[src/rtl/skis_pkg.sv]
// Shared types, sizes and codes for the sorted key index search block.
// Used by every module of the block; depends on nothing.
package skis_pkg;

    localparam int INDEX_ENTRIES     = 64;
    localparam int CLIENT_KEY_BYTES  = 8;
    localparam int VEHICLE_KEY_BYTES = 8;

    localparam int CODE_W    = 64;
    localparam int OFFSET_W  = 32;
    localparam int STATUS_W  = 2;
    localparam int ENTRIES_W = 7;
    localparam int IDX_W     = $clog2(INDEX_ENTRIES);
    localparam int CNT_W     = $clog2(INDEX_ENTRIES + 1);

    localparam int TREE_SHIFT  = 3;
    localparam int TREE_FANIN  = 1 << TREE_SHIFT;
    localparam int TREE_GROUPS = (INDEX_ENTRIES + TREE_FANIN - 1) / TREE_FANIN;

    localparam logic CMD_INSERT = 1'b0;
    localparam logic CMD_SEARCH = 1'b1;

    localparam logic [STATUS_W-1:0] ST_INSERTED  = 2'd0;
    localparam logic [STATUS_W-1:0] ST_FOUND     = 2'd1;
    localparam logic [STATUS_W-1:0] ST_NOT_FOUND = 2'd2;
    localparam logic [STATUS_W-1:0] ST_FULL      = 2'd3;

    typedef struct packed {
        logic                command;
        logic [CODE_W-1:0]   client_code;
        logic [CODE_W-1:0]   vehicle_code;
        logic [OFFSET_W-1:0] record_offset;
    } in_t;

    typedef struct packed {
        logic [STATUS_W-1:0]  status;
        logic [OFFSET_W-1:0]  found_offset;
        logic [ENTRIES_W-1:0] entries_held;
    } out_t;

    typedef struct packed {
        logic [CODE_W-1:0]   client_code;
        logic [CODE_W-1:0]   vehicle_code;
        logic [OFFSET_W-1:0] offset;
    } entry_t;

    typedef struct packed {
        logic capture;
        logic shift_in;
        logic load_new;
    } cell_ctl_t;

    // Keeps the leading nbytes bytes and clears everything from the first zero byte on.
    function automatic logic [CODE_W-1:0] norm_key(input logic [CODE_W-1:0] raw,
                                                   input int unsigned nbytes);
        logic [CODE_W-1:0] res;
        logic              alive;
        res   = '0;
        alive = 1'b1;
        for (int k = 0; k < 8; k++) begin
            if (k >= nbytes || raw[56-8*k +: 8] == 8'h00) begin
                alive = 1'b0;
            end
            if (alive) begin
                res[56-8*k +: 8] = raw[56-8*k +: 8];
            end
        end
        return res;
    endfunction

endpackage

[src/rtl/skis_cell.sv]
// One slot of the sorted index: holds an entry and its compare flags.
// Depends on skis_pkg for the entry and control types.
module skis_cell (
    input  logic               aclk,
    input  skis_pkg::cell_ctl_t ctl,
    input  skis_pkg::entry_t   new_entry,
    input  skis_pkg::entry_t   left_entry,
    output skis_pkg::entry_t   entry,
    output logic               gt,
    output logic               eq
);

    skis_pkg::entry_t entry_reg;
    logic             gt_reg;
    logic             eq_reg;

    logic [2*skis_pkg::CODE_W-1:0] own_key;
    logic [2*skis_pkg::CODE_W-1:0] probe_key;

    assign own_key   = {entry_reg.client_code, entry_reg.vehicle_code};
    assign probe_key = {new_entry.client_code, new_entry.vehicle_code};

    always_ff @(posedge aclk) begin
        if (ctl.capture) begin
            gt_reg <= own_key > probe_key;
            eq_reg <= own_key == probe_key;
        end
        if (ctl.shift_in) begin
            entry_reg <= left_entry;
        end else if (ctl.load_new) begin
            entry_reg <= new_entry;
        end
    end

    assign entry = entry_reg;
    assign gt    = gt_reg;
    assign eq    = eq_reg;

endmodule

[config.mk]
export PLATFORM = sky130hd
export DESIGN_NAME = skis_cell
export DESIGN_NICKNAME = d
export VERILOG_FILES = /design/src/rtl/skis_pkg.sv /design/src/rtl/skis_cell.sv
export SDC_FILE = /design/constraint.sdc
export NUM_CORES = 1
export LEC_CHECK = 0
export BUFFER_PORTS_ARGS = -buffer_cell sky130_fd_sc_hd__buf_2
export CORE_AREA = 2 2 187 189
export DETAILED_ROUTE_END_ITERATION = 6
export DIE_AREA = 0 0 189 191
export GPL_TIMING_DRIVEN = 1
export SLEW_MARGIN = 10
export SYNTH_ARGS = -nofsm -noshare
export SYNTH_HDL_FRONTEND = slang
export SYNTH_SLANG_ARGS = --single-unit
[constraint.sdc]
create_clock -name aclk -period 3.8 [get_ports aclk]
set_clock_uncertainty 0.1 [all_clocks]
set_input_delay 0.38 -clock aclk [delete_from_list [all_inputs] [get_ports aclk]]
set_output_delay 0.38 -clock aclk [all_outputs]
set_load 0.05 [all_outputs]
==> summary.txt <==
Critical Path Sink Type: flip-flop
DRT antenna net count: 0
first-pass GRT wire length: 48.5 mm
critical path's slowest cell: or4_1
Max VDD drop: 275 uV
Ys Warns: 0
die outline height: 191 um
Mapped Area: 9770 um^2
number of global-route vias before repair: 8849
Yosys cell types: 37
Synth-to-Final Area Change: 36.5%
Hold Path Cell Cnt: 1
R2R Setup Slk: 950 ps
Slew @ Worst Pin: 710 ps
Routability Congestion: 0.858
Net Count, Synth: 1411
RSZ-0062 raised after global routing: false
Fin. Hold Viols: 0
router iterations before antenna repair: 5
Hold Path Class: in2reg
Worst Path Max Fanout: 4
Worst Path Required: 3860 ps
fin nets: 1892
setup TNS: 0 ps
Reg area: 4860 um^2
WHS Endpoint: gt
CTS resizes: 0
post-DP HPWL: 27.0 mm
worst-skew pair later-pin latency: 430 ps
Worst Setup Path Type: reg2reg
clock transition at the registers of the reported paths: 70 ps
setup bufs post-CTS: 0
post-synthesis register bit count: 162
largest net degree at the start of global routing: 131
Worst setup SP type: flip-flop
clk root buf: clkbuf_16
CORE AREA: 34100 um^2
Largest delay share family, worst path: simple AND/OR/NAND/NOR gates
Post-Place Cell Area: 12800 um^2
initial antenna violation count: 5
Design Area, Final: 13300 um^2
Pleak: 0.00656 uW
Cell Pwr Density: 438 nW/um^2
crit share post-route: 0.750
max incr delay on CP: 590 ps
Post-synth EDFFs: 162
DIE AREA: 36100 um^2
All-Layer GR Usage: 0.177
r2r worst-path depth: 8
Post-synth ARST share: 0
minimum clock period: 2850 ps
1st-iter DRT viols: 291
Residual DRC: 0
Clock Tree Buf Depth: 2
Buf/Inv on CP: 0
HP Start: ctl[2]
Die Wd: 189 um
slew margin rel.: 0.527
I/O pins: 486
Wirelength per Cell: 17.3 um
Critical R2R Launch: entry[81]
cts bufs inserted: 17
Fmax achieved: 351 MHz
Avg Cell Area, Syn: 10.2 um^2
# setup viols final: 0
Detailed Route WL: 33.1 mm
area of the multi-input gates: 4300 um^2
MaxCap Viol Count: 0
initial core utilization: 0.286
Largest register FFs: 160
routed vias/inst: 4.63
CTS tree: yes
Synth Flop Type: edfxtp_1
layout cells sized above 1: 0.384
fillcell total: 3489
total number of vias: 8843
cell count after synthesis: 959
grt total ovfl: 0
port buffer count: 485
Max H-tree Level: 4
outcome: complete, no violations
Cell Chain, Critical Path: ha_1 -> nand2_1 -> nor2_1 -> nand4_1 -> or4_1 -> or3_1 -> o31ai_1 -> o21ai_1
Crit Reg-Reg Endpoint: gt
Hold Buf Count CTS: 0
Clock Sinks: 162
worst hold slack: 86.7 ps
Max Slew Vio Count: 0
Seq/Total Area, Yosys: 0.498
Critical Path AT: 2910 ps
site row count: 68
layer usage:
layer / global-route usage / up-vias / share of wire
met5: 0 / - / 0.00079
met4: 0.0490 / 4 / 0.014
met3: 0.0527 / 28 / 0.076
met2: 0.318 / 344 / 0.50
met1: 0.205 / 4079 / 0.41
li1: - / 4388 / -
layout make-up:
type / count / share of cell area
Clock buffer: 19 / 0.0324
Sequential cell: 162 / 0.365
Inverter: 130 / 0.0366
Multi-Input combinational cell: 635 / 0.322
Tap cell: 455 / 0.0427
Antenna cell: 2 / 0.000375
Timing Repair Buffer: 494 / 0.190
Clock inverter: 11 / 0.0105
worst max-delay path by stage:
stage | from | slack (ps) | endpoint | cells after the start
2_1_floorplan | ctl[1] | 320 | entry[0] | 3
3_3_place_gp | new_entry[57] | 830 | gt | 10
3_5_place_dp | new_entry[81] | 870 | gt | 10
4_1_cts | entry[81] | 930 | gt | 8
5_1_grt | entry[81] | 810 | gt | 8
6_report | entry[81] | 950 | gt | 8
through the flow:
stage | std cells | util | power [uW] | worst slack [ps]
global placement | 1876 | 0.374 | 4110 | 828
detailed placement | 1876 | 0.374 | 4140 | 868
global route | 1906 | 0.391 | 6130 | 807
floorplan | 959 | - | 3530 | 318
CTS | 1906 | 0.391 | 5910 | 930
finish | 1908 | 0.391 | 5840 | 949
cells by family (layout without fill, tap and decap cells):
family                     count (synthesis)  in the layout  share of synthesized area
DFF                                      162            162                      0.498
buffers and inverters                    162            654                     0.0622
AOI/OAI and AO/OA                        230            230                      0.125
and+or+nand+nor                          244            244                      0.113
muxes                                     33             33                     0.0380
adders and majority gates                128            128                      0.164
other                                      0              2                          0
worst register-to-register path, delay by kind of cell, from the launching register on:
kind            cells  cell delay, ps
simple gates        5            1540
flops               1             420
fa+ha+maj           1             320
compound gates      2             190
report_power, final:
group / internal (uW) / switching [uW] / leakage [uW] / total, uW
Combinational: 520 / 1250 / 0.00462 / 1770
Sequential: 2200 / 115 / 0.00166 / 2320
Clock: 1020 / 731 / 0.000275 / 1750
synth_stat cells (2+ instances only):
cell type  number  area share
nand2_1       164       0.063
edfxtp_1      162        0.50
o21ai_0       147       0.075
inv_1         130       0.050
ha_1          128        0.16
a21oi_1        58       0.030
mux2_2         33       0.038
clkbuf_1       28       0.011
nand4_1        27       0.017
nand3_1        13      0.0067
nor2_1         10      0.0038
and4_1          8      0.0072
nor4_1          6      0.0038
a221oi_1        5      0.0045
a21o_1          4      0.0031
buf_1           4      0.0015
nor2b_1         3      0.0019
nor3_1          3      0.0015
o211ai_1        3      0.0023
a211o_1         2      0.0018
a211oi_1        2      0.0015
a31oi_1         2      0.0013
o31ai_1         2      0.0015
or4_1           2      0.0015
layout by cell type (no fill, tap or decap), types with 3 or more instances in the layout:
master,instances
bufinv_16,3
edfxtp_1,162
a21oi_1,58
nor2_1,10
buf_2,484
o211ai_1,3
nand4_1,27
nand3_1,13
inv_1,130
o21ai_0,147
nor4_1,6
nand2_1,164
mux2_2,33
nor3_1,3
nor2b_1,3
clkinv_4,3
clkbuf_16,17
ha_1,128
and4_1,8
a221oi_1,5
buf_4,6
buf_12,3
clkinv_1,3
a21o_1,4
Power figures use the tool's default switching activity.
